$ cat src/rtl/rar_pkg.sv
// ----------------------------------------------------------------------------
// rar_pkg
// Shared types and constants of the rational arithmetic reduce core.
// ----------------------------------------------------------------------------
package rar_pkg;

  localparam int unsigned OPERAND_WIDTH_DEF = 16;
  localparam int unsigned FIELD_W           = 16;
  localparam int unsigned NUM_W             = 33;
  localparam int unsigned DEN_W             = 31;
  localparam int unsigned QUEUE_DEPTH       = 2;

  // operation codes
  localparam logic [1:0] FUNC_ADD    = 2'd0;
  localparam logic [1:0] FUNC_DIV    = 2'd1;
  localparam logic [1:0] FUNC_MUL    = 2'd2;
  localparam logic [1:0] FUNC_BAD_OP = 2'd3;

  typedef enum logic [1:0] {
    ST_OK       = 2'd0,
    ST_DIV_ZERO = 2'd1,
    ST_BAD_OP   = 2'd2,
    ST_ZERO_DEN = 2'd3
  } status_e;

  typedef struct packed {
    logic [1:0]                func;
    logic signed [FIELD_W-1:0] lhs_numerator;
    logic signed [FIELD_W-1:0] lhs_denominator;
    logic signed [FIELD_W-1:0] rhs_numerator;
    logic signed [FIELD_W-1:0] rhs_denominator;
  } in_beat_t;

  typedef struct packed {
    logic signed [NUM_W-1:0] result_numerator;
    logic [DEN_W-1:0]        result_denominator;
    logic [1:0]              status;
  } out_beat_t;

  // control part of a queued job
  typedef struct packed {
    logic    reduce;
    logic    neg;
    status_e status;
  } job_ctl_t;

  localparam int unsigned JOB_CTL_W = $bits(job_ctl_t);

endpackage

$ cat src/rtl/rar_fifo.sv
// ----------------------------------------------------------------------------
// rar_fifo
// Small register queue between the front and the back part.
// ----------------------------------------------------------------------------
module rar_fifo
  import rar_pkg::*;
#(
  parameter int unsigned DATA_W = 8,
  parameter int unsigned DEPTH  = QUEUE_DEPTH
) (
  input  logic              clk_i,
  input  logic              rst_ni,
  input  logic              push_i,
  input  logic [DATA_W-1:0] push_data_i,
  output logic              full_o,
  input  logic              pop_i,
  output logic [DATA_W-1:0] pop_data_o,
  output logic              empty_o
);

  localparam int unsigned AW = (DEPTH > 1) ? $clog2(DEPTH) : 1;

  logic [DATA_W-1:0] store_q [DEPTH];
  logic [AW-1:0]     wr_ptr_q, rd_ptr_q;
  logic [AW:0]       count_q;

  assign full_o     = (count_q == (AW+1)'(DEPTH));
  assign empty_o    = (count_q == '0);
  assign pop_data_o = store_q[rd_ptr_q];

  // pointers and fill count
  always_ff @(posedge clk_i or negedge rst_ni) begin
    if (!rst_ni) begin
      wr_ptr_q <= '0;
      rd_ptr_q <= '0;
      count_q  <= '0;
    end else begin
      if (push_i) begin
        wr_ptr_q <= (wr_ptr_q == AW'(DEPTH-1)) ? '0 : wr_ptr_q + 1'b1;
      end
      if (pop_i) begin
        rd_ptr_q <= (rd_ptr_q == AW'(DEPTH-1)) ? '0 : rd_ptr_q + 1'b1;
      end
      if (push_i && !pop_i) begin
        count_q <= count_q + 1'b1;
      end else if (pop_i && !push_i) begin
        count_q <= count_q - 1'b1;
      end
    end
  end

  // entry storage
  always_ff @(posedge clk_i) begin
    if (push_i) begin
      store_q[wr_ptr_q] <= push_data_i;
    end
  end

endmodule

$ cat src/rtl/rar_front.sv
// ----------------------------------------------------------------------------
// rar_front
// Takes input beats, forms the cross products and classifies the job.
// ----------------------------------------------------------------------------
module rar_front
  import rar_pkg::*;
#(
  parameter int unsigned OPERAND_WIDTH = OPERAND_WIDTH_DEF,
  parameter int unsigned GW            = 2 * OPERAND_WIDTH + 1
) (
  input  logic          clk_i,
  input  logic          rst_ni,
  input  logic          in_valid_i,
  output logic          in_stall_o,
  input  in_beat_t      in_data_i,
  input  logic          queue_full_i,
  output logic          push_o,
  output job_ctl_t      ctl_o,
  output logic [GW-1:0] nmag_o,
  output logic [GW-1:0] dmag_o
);

  localparam int unsigned W  = OPERAND_WIDTH;
  localparam int unsigned PW = 2 * W;

  typedef struct packed {
    logic         neg;
    logic [W-1:0] mag;
  } smag_t;

  function automatic smag_t to_smag(input logic [FIELD_W-1:0] raw);
    logic [W-1:0] v;
    smag_t        r;
    v     = W'(raw);
    r.neg = v[W-1];
    r.mag = v[W-1] ? (~v + 1'b1) : v;
    return r;
  endfunction

  smag_t ln, ld, rn, rd;

  logic          s1_valid_q;
  logic [1:0]    func_q;
  logic          ln_neg_q, ld_neg_q, rn_neg_q, rd_neg_q;
  logic          rn_zero_q;
  logic [PW-1:0] p_lnrd_q, p_rnld_q, p_ldrd_q, p_lnrn_q;
  logic          accept;

  assign ln = to_smag(in_data_i.lhs_numerator);
  assign ld = to_smag(in_data_i.lhs_denominator);
  assign rn = to_smag(in_data_i.rhs_numerator);
  assign rd = to_smag(in_data_i.rhs_denominator);

  assign in_stall_o = s1_valid_q & queue_full_i;
  assign accept     = in_valid_i & ~in_stall_o;
  assign push_o     = s1_valid_q & ~queue_full_i;

  // product stage valid
  always_ff @(posedge clk_i or negedge rst_ni) begin
    if (!rst_ni) begin
      s1_valid_q <= 1'b0;
    end else begin
      s1_valid_q <= accept | (s1_valid_q & queue_full_i);
    end
  end

  // product stage payload
  always_ff @(posedge clk_i) begin
    if (accept) begin
      func_q    <= in_data_i.func;
      ln_neg_q  <= ln.neg;
      ld_neg_q  <= ld.neg;
      rn_neg_q  <= rn.neg;
      rd_neg_q  <= rd.neg;
      rn_zero_q <= (rn.mag == '0);
      p_lnrd_q  <= PW'(ln.mag) * PW'(rd.mag);
      p_rnld_q  <= PW'(rn.mag) * PW'(ld.mag);
      p_ldrd_q  <= PW'(ld.mag) * PW'(rd.mag);
      p_lnrn_q  <= PW'(ln.mag) * PW'(rn.mag);
    end
  end

  logic          sa, sb, sum_neg, n_neg, d_neg;
  logic [GW-1:0] pa, pb, sum_mag, n_mag, d_mag;

  // signed add of the two cross products
  always_comb begin
    sa = (ln_neg_q ^ rd_neg_q) & (p_lnrd_q != '0);
    sb = (rn_neg_q ^ ld_neg_q) & (p_rnld_q != '0);
    pa = GW'(p_lnrd_q);
    pb = GW'(p_rnld_q);
    if (sa == sb) begin
      sum_mag = pa + pb;
      sum_neg = sa;
    end else if (pa >= pb) begin
      sum_mag = pa - pb;
      sum_neg = sa;
    end else begin
      sum_mag = pb - pa;
      sum_neg = sb;
    end
  end

  // operation select and classification
  always_comb begin
    n_mag = '0;
    d_mag = GW'(1);
    n_neg = 1'b0;
    d_neg = 1'b0;
    ctl_o = '{reduce: 1'b0, neg: 1'b0, status: ST_OK};
    case (func_q)
      FUNC_ADD: begin
        n_mag = sum_mag;
        n_neg = sum_neg;
        d_mag = GW'(p_ldrd_q);
        d_neg = ld_neg_q ^ rd_neg_q;
      end
      FUNC_DIV: begin
        n_mag = GW'(p_lnrd_q);
        n_neg = ln_neg_q ^ rd_neg_q;
        d_mag = GW'(p_rnld_q);
        d_neg = rn_neg_q ^ ld_neg_q;
      end
      FUNC_MUL: begin
        n_mag = GW'(p_lnrn_q);
        n_neg = ln_neg_q ^ rn_neg_q;
        d_mag = GW'(p_ldrd_q);
        d_neg = ld_neg_q ^ rd_neg_q;
      end
      default: begin
        ctl_o.status = ST_BAD_OP;
      end
    endcase
    nmag_o = '0;
    dmag_o = GW'(1);
    if (ctl_o.status == ST_BAD_OP) begin
      ctl_o.reduce = 1'b0;
    end else if (func_q == FUNC_DIV && rn_zero_q) begin
      ctl_o.status = ST_DIV_ZERO;
    end else if (d_mag == '0) begin
      ctl_o.status = ST_ZERO_DEN;
    end else if (n_mag != '0) begin
      ctl_o.reduce = 1'b1;
      ctl_o.neg    = n_neg ^ d_neg;
      nmag_o       = n_mag;
      dmag_o       = d_mag;
    end
  end

endmodule

$ cat src/rtl/rar_back.sv
// ----------------------------------------------------------------------------
// rar_back
// Binary GCD and two shift-subtract divisions (reducible jobs), output register.
// ----------------------------------------------------------------------------
module rar_back
  import rar_pkg::*;
#(
  parameter int unsigned OPERAND_WIDTH = OPERAND_WIDTH_DEF,
  parameter int unsigned GW            = 2 * OPERAND_WIDTH + 1
) (
  input  logic          clk_i,
  input  logic          rst_ni,
  input  logic          empty_i,
  output logic          pop_o,
  input  job_ctl_t      ctl_i,
  input  logic [GW-1:0] nmag_i,
  input  logic [GW-1:0] dmag_i,
  output logic          out_valid_o,
  input  logic          out_stall_i,
  output out_beat_t     out_data_o
);

  localparam int unsigned KW = $clog2(GW + 1);
  localparam int unsigned CW = $clog2(GW);
  localparam int unsigned OW = (GW > NUM_W) ? GW : NUM_W;
  localparam int unsigned DW = (GW > DEN_W) ? GW : DEN_W;

  typedef enum logic [4:0] {
    BK_IDLE = 5'b00001,
    BK_GCD  = 5'b00010,
    BK_DIVN = 5'b00100,
    BK_DIVD = 5'b01000,
    BK_DONE = 5'b10000
  } back_state_e;

  back_state_e   state_q, state_d;
  logic          out_valid_q, out_valid_d;
  out_beat_t     out_data_q;
  logic [CW-1:0] cnt_q;
  logic [KW-1:0] k_q;
  logic [GW-1:0] n_q, d_q, a_q, b_q, g_q, rem_q, q_q, nq_q;
  logic          neg_q;
  status_e       status_q;

  logic            last_step, emit;
  logic [GW:0]     trial, diff;
  logic            ge;
  logic [GW-1:0]   rem_nx, q_nx;
  logic [OW-1:0]   num_ext;
  logic [DW-1:0]   den_ext;

  assign pop_o       = (state_q == BK_IDLE) & ~empty_i;
  assign last_step   = (cnt_q == CW'(GW - 1));
  assign emit        = (state_q == BK_DONE) & (~out_valid_q | ~out_stall_i);
  assign out_valid_o = out_valid_q;
  assign out_data_o  = out_data_q;

  // one shift-subtract division step
  always_comb begin
    trial  = {rem_q, q_q[GW-1]};
    diff   = trial - {1'b0, g_q};
    ge     = (trial >= {1'b0, g_q});
    rem_nx = ge ? diff[GW-1:0] : trial[GW-1:0];
    q_nx   = {q_q[GW-2:0], ge};
  end

  // result formatting
  always_comb begin
    num_ext = OW'(nq_q);
    if (neg_q) begin
      num_ext = ~num_ext + 1'b1;
    end
    den_ext = DW'(q_q);
  end

  // sequencer
  always_comb begin
    state_d     = state_q;
    out_valid_d = out_valid_q & out_stall_i;
    case (state_q)
      BK_IDLE: begin
        if (!empty_i) begin
          state_d = ctl_i.reduce ? BK_GCD : BK_DONE;
        end
      end
      BK_GCD: begin
        if (a_q == b_q) begin
          state_d = BK_DIVN;
        end
      end
      BK_DIVN: begin
        if (last_step) begin
          state_d = BK_DIVD;
        end
      end
      BK_DIVD: begin
        if (last_step) begin
          state_d = BK_DONE;
        end
      end
      BK_DONE: begin
        if (emit) begin
          state_d     = BK_IDLE;
          out_valid_d = 1'b1;
        end
      end
      default: begin
        state_d = BK_IDLE;
      end
    endcase
  end

  always_ff @(posedge clk_i or negedge rst_ni) begin
    if (!rst_ni) begin
      state_q     <= BK_IDLE;
      out_valid_q <= 1'b0;
    end else begin
      state_q     <= state_d;
      out_valid_q <= out_valid_d;
    end
  end

  // datapath
  always_ff @(posedge clk_i) begin
    case (state_q)
      BK_IDLE: begin
        n_q      <= nmag_i;
        d_q      <= dmag_i;
        a_q      <= nmag_i;
        b_q      <= dmag_i;
        nq_q     <= nmag_i;
        q_q      <= dmag_i;
        k_q      <= '0;
        neg_q    <= ctl_i.neg;
        status_q <= ctl_i.status;
      end
      BK_GCD: begin
        if (a_q == b_q) begin
          g_q   <= a_q << k_q;
          q_q   <= n_q;
          rem_q <= '0;
          cnt_q <= '0;
        end else if (!a_q[0] && !b_q[0]) begin
          a_q <= a_q >> 1;
          b_q <= b_q >> 1;
          k_q <= k_q + 1'b1;
        end else if (!a_q[0]) begin
          a_q <= a_q >> 1;
        end else if (!b_q[0]) begin
          b_q <= b_q >> 1;
        end else if (a_q > b_q) begin
          a_q <= (a_q - b_q) >> 1;
        end else begin
          b_q <= (b_q - a_q) >> 1;
        end
      end
      BK_DIVN: begin
        cnt_q <= cnt_q + 1'b1;
        if (last_step) begin
          nq_q  <= q_nx;
          q_q   <= d_q;
          rem_q <= '0;
          cnt_q <= '0;
        end else begin
          q_q   <= q_nx;
          rem_q <= rem_nx;
        end
      end
      BK_DIVD: begin
        cnt_q <= cnt_q + 1'b1;
        q_q   <= q_nx;
        rem_q <= rem_nx;
      end
      default: begin
        if (emit) begin
          out_data_q.result_numerator   <= num_ext[NUM_W-1:0];
          out_data_q.result_denominator <= den_ext[DEN_W-1:0];
          out_data_q.status             <= status_q;
        end
      end
    endcase
  end

endmodule

$ cat src/rtl/rational_arith_reduce_core.sv
// ----------------------------------------------------------------------------
// rational_arith_reduce_core
// Adds, divides or multiplies two signed fractions and reduces the result.
// ----------------------------------------------------------------------------
// One result beat per input beat, in order. The front registers the four
// cross products, classifies the job from them and queues it; the back
// reduces it with a binary GCD (one shift or subtract a cycle) and then
// divides numerator and denominator by the GCD on one shared shift-subtract
// unit. The back takes the next job from the queue only when idle, so its
// single division unit sets the sustained rate.
module rational_arith_reduce_core
  import rar_pkg::*;
#(
  parameter int unsigned OPERAND_WIDTH = OPERAND_WIDTH_DEF
) (
  input  logic      clk_i,
  input  logic      rst_ni,
  input  logic      in_valid_i,
  output logic      in_stall_o,
  input  in_beat_t  in_data_i,
  output logic      out_valid_o,
  input  logic      out_stall_i,
  output out_beat_t out_data_o
);

  localparam int unsigned GW   = 2 * OPERAND_WIDTH + 1;
  localparam int unsigned QD_W = JOB_CTL_W + 2 * GW;

  logic          push, pop, full, empty;
  job_ctl_t      f_ctl, b_ctl;
  logic [GW-1:0] f_nmag, f_dmag, b_nmag, b_dmag;
  logic [QD_W-1:0] q_out;

  // classification front
  rar_front #(
    .OPERAND_WIDTH(OPERAND_WIDTH),
    .GW           (GW)
  ) u_front (
    .clk_i       (clk_i),
    .rst_ni      (rst_ni),
    .in_valid_i  (in_valid_i),
    .in_stall_o  (in_stall_o),
    .in_data_i   (in_data_i),
    .queue_full_i(full),
    .push_o      (push),
    .ctl_o       (f_ctl),
    .nmag_o      (f_nmag),
    .dmag_o      (f_dmag)
  );

  // job queue
  rar_fifo #(
    .DATA_W(QD_W),
    .DEPTH (QUEUE_DEPTH)
  ) u_queue (
    .clk_i      (clk_i),
    .rst_ni     (rst_ni),
    .push_i     (push),
    .push_data_i({f_ctl, f_nmag, f_dmag}),
    .full_o     (full),
    .pop_i      (pop),
    .pop_data_o (q_out),
    .empty_o    (empty)
  );

  assign {b_ctl, b_nmag, b_dmag} = q_out;

  // reduction back end
  rar_back #(
    .OPERAND_WIDTH(OPERAND_WIDTH),
    .GW           (GW)
  ) u_back (
    .clk_i      (clk_i),
    .rst_ni     (rst_ni),
    .empty_i    (empty),
    .pop_o      (pop),
    .ctl_i      (b_ctl),
    .nmag_i     (b_nmag),
    .dmag_i     (b_dmag),
    .out_valid_o(out_valid_o),
    .out_stall_i(out_stall_i),
    .out_data_o (out_data_o)
  );

endmodule

$ cat config.mk
export PLATFORM = sky130hd
export DESIGN_NAME = rational_arith_reduce_core
export DESIGN_NICKNAME = d
export VERILOG_FILES = /design/src/rtl/rar_pkg.sv /design/src/rtl/rar_fifo.sv /design/src/rtl/rar_front.sv /design/src/rtl/rar_back.sv /design/src/rtl/rational_arith_reduce_core.sv
export SDC_FILE = /design/constraint.sdc
export NUM_CORES = 2
export LEC_CHECK = 0
export BUFFER_PORTS_ARGS = -buffer_cell sky130_fd_sc_hd__buf_2
export CAP_MARGIN = 20
export CORE_MARGIN = 2
export CORE_UTILIZATION = 59
export DETAILED_ROUTE_END_ITERATION = 12
export PLACE_DENSITY = 0.81
export SLEW_MARGIN = 10
export SYNTH_ARGS = -nofsm -noshare
export SYNTH_HDL_FRONTEND = slang
export SYNTH_SLANG_ARGS = --single-unit
$ cat constraint.sdc
create_clock -name clk_i -period 5.4 [get_ports clk_i]
set_input_delay 0.54 -clock clk_i [delete_from_list [all_inputs] [get_ports clk_i]]
set_output_delay 0.54 -clock clk_i [all_outputs]
set_load 0.03 [all_outputs]
After elaboration in Yosys (flattened, before gate mapping):

Memories as Yosys holds them, arrays and structs flattened.
Cells that the tools add are included.
Widths: inputs -> output; s select.

* bits in read-only memories: 0
* memories kept: 1
* latch bits: 0
* input port bits: 70
* RAM bits: 140
* word-level logic and storage cells: 213
* register bits after elaboration: 491
* output and inout bits: 68

Memory list
* u_queue.store_q: words 2, width 70, rd ports 1, clocked after memory_dff 0, wr ports 1, line rar_fifo.sv:23 `logic [DATA_W-1:0] store_q [DEPTH];`

* multiply operators: 4
* $add $sub $neg: 17
* bitwise gates (word level): 26
* reduce and logical (&&, ||, !) cells: 34
* magnitude comparators: 3
* mux-type cells: 71
* div/mod/pow operators: 0
* shift-type cells: 1
* equal/unequal tests: 23

Operators with widths (number)
* $mux 33: 25
* $pmux 33 s2: 3
* $pmux 33 s3: 2
* $pmux 33 s4: 1
* $mul 16x16->32: 4
* $sub 33x33->33: 3
* $sub 32x32->33: 2
* $add 16x1->16 const B: 4
* $mux 16: 4
* $mux 32: 2
* $not 16->16: 4
* $pmux 32 s2: 1
* $reduce_bool 32->1: 2
* $ge 34x33->1: 1
* $add 32x32->33: 1
* $add 33x1->33 const B: 1
* $eq 33x33->1: 1
* $gt 33x33->1: 1
* $logic_not 33->1: 1
* $not 33->33: 1
* $reduce_bool 33->1: 1
* $shl 33x6->33: 1
* $ge 32x32->1: 1
* $mux 5: 6
* other kinds (44): 106

Logic depth before layout (Yosys ltp):

* word-level depth: 10
* mapped depth: 37
* gate-level depth less buffers: 34

By module:

Synthesis repeated with hierarchy kept, for this count alone.

* cell total of the unflattened synthesis: 7828
* area, all modules: 73153.9 um^2

By module, submodules not included
* rar_front: seq. area each 4078.9 um^2, cells each 5380, area an instance 45421.1 um^2, instances 1
* rar_back: seq. area each 10511.3 um^2, cells each 2214, area an instance 22143.7 um^2, instances 1
* rar_fifo: seq. area each 4304.1 um^2, cells each 234, area an instance 5589.1 um^2, instances 1

Worst setup path before layout:

No wires, ideal clock.

* kind: input-to-reg
* from: in in_data_i[51] in the netlist's numbering
* to: reg u_front.p_lnrn_q[31] (data pin)
* stages: 33
* arrival time: 8.349 ns
* setup slack: -3.209 ns
* buffers on the path: 1
* cells stage by stage: or4_1 nor4_1 nand3b_1 or2_2 o21ai_0 xor2_1 clkbuf_1 nor2_1 fa_1 inv_1 fa_1 inv_1 fa_1 fa_1 fa_1 inv_1 fa_1 inv_1 ha_1 and2_1 a221o_1 a21oi_1 o21bai_1 a21o_1 a21o_1 or4_1 a31oi_1 nor2b_1 o21a_1 o21ai_0 nand2b_1 a21oi_1 xnor2_1

* word-level cells in the longest chain between the ends: 4

Ends and longest elaborated chain
* from (decl): line rational_arith_reduce_core.sv:20 `input in_beat_t in_data_i,`
* $not 16->16: line rar_front.sv:36 `r.mag = v[W-1] ? (~v + 1'b1) : v;`
* $add 16x1->16: line rar_front.sv:36
* $mux 16 *: line rar_front.sv:36
* $mul 16x16->32 *: line rar_front.sv:79 `p_lnrn_q <= PW'(ln.mag) * PW'(rn.mag);`
* to (signal assigned): line rar_front.sv:79
* to (decl): line rar_front.sv:46 `logic [PW-1:0] p_lnrd_q, p_rnld_q, p_ldrd_q, p_lnrn_q;`

Mark *: on every way between the ends. The rest lies on a longest branch, timed or not.
A chain may end at the register's enable or synchronous reset.

Worst setup path in the final report:

* from: in in_data_i[5] in the netlist's numbering
* to: reg u_front.p_ldrd_q[31] (data pin)

* word-level cells in the longest chain between the ends: 4

Ends and longest elaborated chain
* $not 16->16: line rar_front.sv:36
* $add 16x1->16: line rar_front.sv:36
* $mux 16 *: line rar_front.sv:36
* $mul 16x16->32 *: line rar_front.sv:78 `p_ldrd_q <= PW'(ld.mag) * PW'(rd.mag);`
* to (signal assigned): line rar_front.sv:78
* to (decl): line rar_front.sv:46

Marked as above.

==> flow_metrics.env <==
export IMPL_ys_flop_type="edfxtp_1"
export IMPL_rsz0062_at_grt="yes"
export IMPL_coreArea_sq_um=119000
export IMPL_violations="negative setup slack"
export IMPL_grt_overflow=0
export IMPL_avgRoutedWirePerCell_um=26.1
export IMPL_yosys_area_top_type="edfxtp_1"
export IMPL_clock_path_buffers=3
export IMPL_synth_seq_area_share_pct=26.5
export IMPL_grt_pass1_vias=65000
export IMPL_outcome="complete, but fails checks"
export IMPL_path_buf_inv=10
export IMPL_slew_viol_final=0
export IMPL_max_freq_ghz=0.128
export IMPL_end_kind="flop"
export IMPL_final_period_utilization_pct=144
export IMPL_max_stage_delay_ns=0.56
export IMPL_cpMaxStageDelayCell="fa_1"
export IMPL_instances_no_fill=10400
export IMPL_worst_clock_skew_ns=0.105
export IMPL_grt_max_degree=135
export IMPL_boundaryPins=138
export IMPL_fp_dieH_um=351
export IMPL_cts_clk_slew_worst_paths_ns=0.07
export IMPL_hold_slack_ns=0.110
export IMPL_cts_root_buf="clkbuf_16"
export IMPL_fillers=8071
export IMPL_hp_class="input pin to flop"
export IMPL_required_ns=5.83
export IMPL_drt_initial_drc_count=6685
export IMPL_synth_most_common_cell="inv_1"
export IMPL_cts_buffers=60
export IMPL_placement_cell_area_sq_um=83300
export IMPL_syn_area_sq_um=70900
export IMPL_dp_cells=10100
export IMPL_synthTopCellsByCount="inv_1, nor2_1, nand2_1"
export IMPL_hold_violations=0
export IMPL_cap_violations=0
export IMPL_cp_start_kind="input pin"
export IMPL_dp_slack_ns=-2.96
export IMPL_synth_fp_nets=9025
export IMPL_async_flop_share_pct=1.75
export IMPL_drc_errors=0
export IMPL_timing_final_ws_setup_ns=-2.38
export IMPL_dr_pass1_iters=12
export IMPL_ys_warnings_count=0
export IMPL_via_count=63300
export IMPL_worstPathMaxFanout=4
export IMPL_tritoncts="built"
export IMPL_antenna_found_initial=9
export IMPL_start_util_pct=59.3
export IMPL_slew_headroom_pct=12.9
export IMPL_yosysUniqueCellTypes=99
export IMPL_synth_avg_cell_area_sq_um=9.38
export IMPL_globalplace_congestion=1.07
export IMPL_grt_use_total_pct=42.5
export IMPL_grt_pass1_wl_um=388000
export IMPL_synth_top_area_share_pct=26.1
export IMPL_wl_um=271000
export IMPL_insertion_delay_ns=0.71
export IMPL_multi_input_area_sq_um=49800
export IMPL_chipWidth_um=351
export IMPL_arrival_ns=8.22
export IMPL_fin_crit_ns=7.78
export IMPL_post_route_cell_area_sq_um=89300
export IMPL_nets=10200
export IMPL_fp_row_count=127
export IMPL_htree_levels=2
export IMPL_dp_hpwl_um=209000
export IMPL_area_sequential_sq_um=18800
export IMPL_viasPerCell=6.09
export IMPL_cp_top_family="adder cells"
export IMPL_dieArea_sq_um=123000
export IMPL_synth_edf_count=616
export IMPL_synth_cells=7552
export IMPL_area_growth_syn_to_layout_pct=26.0
export IMPL_path_class="input pin to flop"
export IMPL_setup_viol=92
export IMPL_synth_seq_cells=627
export IMPL_synth_area_leaders="edfxtp_1, fa_1, ha_1"
export IMPL_cts_sinks=627
export IMPL_port_buffers=137
export IMPL_drive_gt1_share_pct=25.2
export IMPL_final_antenna_net_count=0
export IMPL_worst_pin_slew_ns=1.29
## logic make-up (layout without fill, tap and decap cells)
logic type      after synthesis  after routing  share of synthesized area (%)
buf+inv                    1568           2777                           8.42
xor+xnor                    377            378                           4.66
other cells                   0              8                              0
fa+ha+maj                  1403           1403                           33.1
mux                         138            138                           2.34
simple gates               2150           2150                           13.3
compound gates             1289           1289                           11.7
flops                       627            627                           26.5
## per-layer routing
layer  GRT usage (%)  up-vias  share of wire [%]
met5               0        -              0.013
met4            37.8        4                 11
met3            7.61     1259                9.4
met2            69.1     4083                 46
met1            48.3    30700                 33
li1                -    27300                  -
## area by class of cell
cell class                 instances  share of cell area [%]
antenna                            8                  0.0224
tap                             1612                    2.26
timing repair buffer            1466                    13.6
multi-input combinational       5358                    55.8
clock buffer                      68                    1.72
inverter                        1202                    5.07
sequential                       627                    21.0
clock inverter                    41                   0.565
## stage by stage
step | setup TNS, ns | util (%)
final | -123.13 | 74.7
after detailed placement | -209.59 | 69.8
after global routing | -140.88 | 74.7
after floorplan | -128.15 | -
after global placement | -195.18 | 69.8
after CTS | -103.81 | 72.9
## cells in the final DEF (no fill, tap or decap), types with 91 or more instances in the layout
| cell | Yosys | layout |
|---|---|---|
| a21o_1 | 104 | 102 |
| a21oi_1 | 511 | 453 |
| buf_2 | 18 | 129 |
| buf_4 | 2 | 1139 |
| buf_6 | 5 | 111 |
| edfxtp_1 | 616 | 616 |
| fa_1 | 782 | 754 |
| ha_1 | 621 | 558 |
| inv_1 | 1194 | 1144 |
| mux2i_1 | 96 | 95 |
| nand2_1 | 797 | 760 |
| nor2_1 | 831 | 801 |
| o21ai_0 | 181 | 141 |
| xnor2_1 | 250 | 193 |
| xor2_1 | 127 | 91 |
## final timing paths
kind                                          start                    end  slack [ns]  cells past startpoint
worst min register to register   u_back.den_ext[11]  u_back.out_data_o[13]        0.50                      0
min in group asynchronous                    rst_ni       u_queue.rd_ptr_q        0.23                      2
worst max-delay path                   in_data_i[5]   u_front.p_ldrd_q[31]       -2.38                     35
worst min-delay path                     in_valid_i     u_front.s1_valid_q        0.11                      2
worst max register to register  u_front.p_lnrd_q[3]  u_queue.store_q[0][5]       -0.03                     23
max in group asynchronous                    rst_ni      u_back.state_q[0]        4.89                      2
## registers in the layout, summed over array words and instances (netlist names), 5 cells and up
register / cells
u_back.k_q: 6
u_front.p_lnrn_q: 32
u_back.state_q: 5
u_back.den_ext: 33
u_back.a_q: 33
u_back.cnt_q: 6
u_front.p_lnrd_q: 32
u_back.g_q: 33
u_back.rem_q: 33
u_back.b_q: 32
u_front.p_ldrd_q: 32
u_back.nq_q: 33
u_back.d_q: 32
u_back.out_data_o: 66
u_front.p_rnld_q: 32
u_back.n_q: 33
u_queue.store_q: 138
## what timing repair did
item                                   4_1_cts  5_1_grt
gates resized for setup                    248      345
setup endpoints to repair                  157      157
endpoints found under the hold margin       11        0
cloned                                       2        5
hold buffers                                 1        0
buffers inserted                            80       73
pin swaps                                  147      158
Power is left out: the tool's default activity adds up to more than one toggle a clock period on the data nets, which glitch-free logic cannot reach.
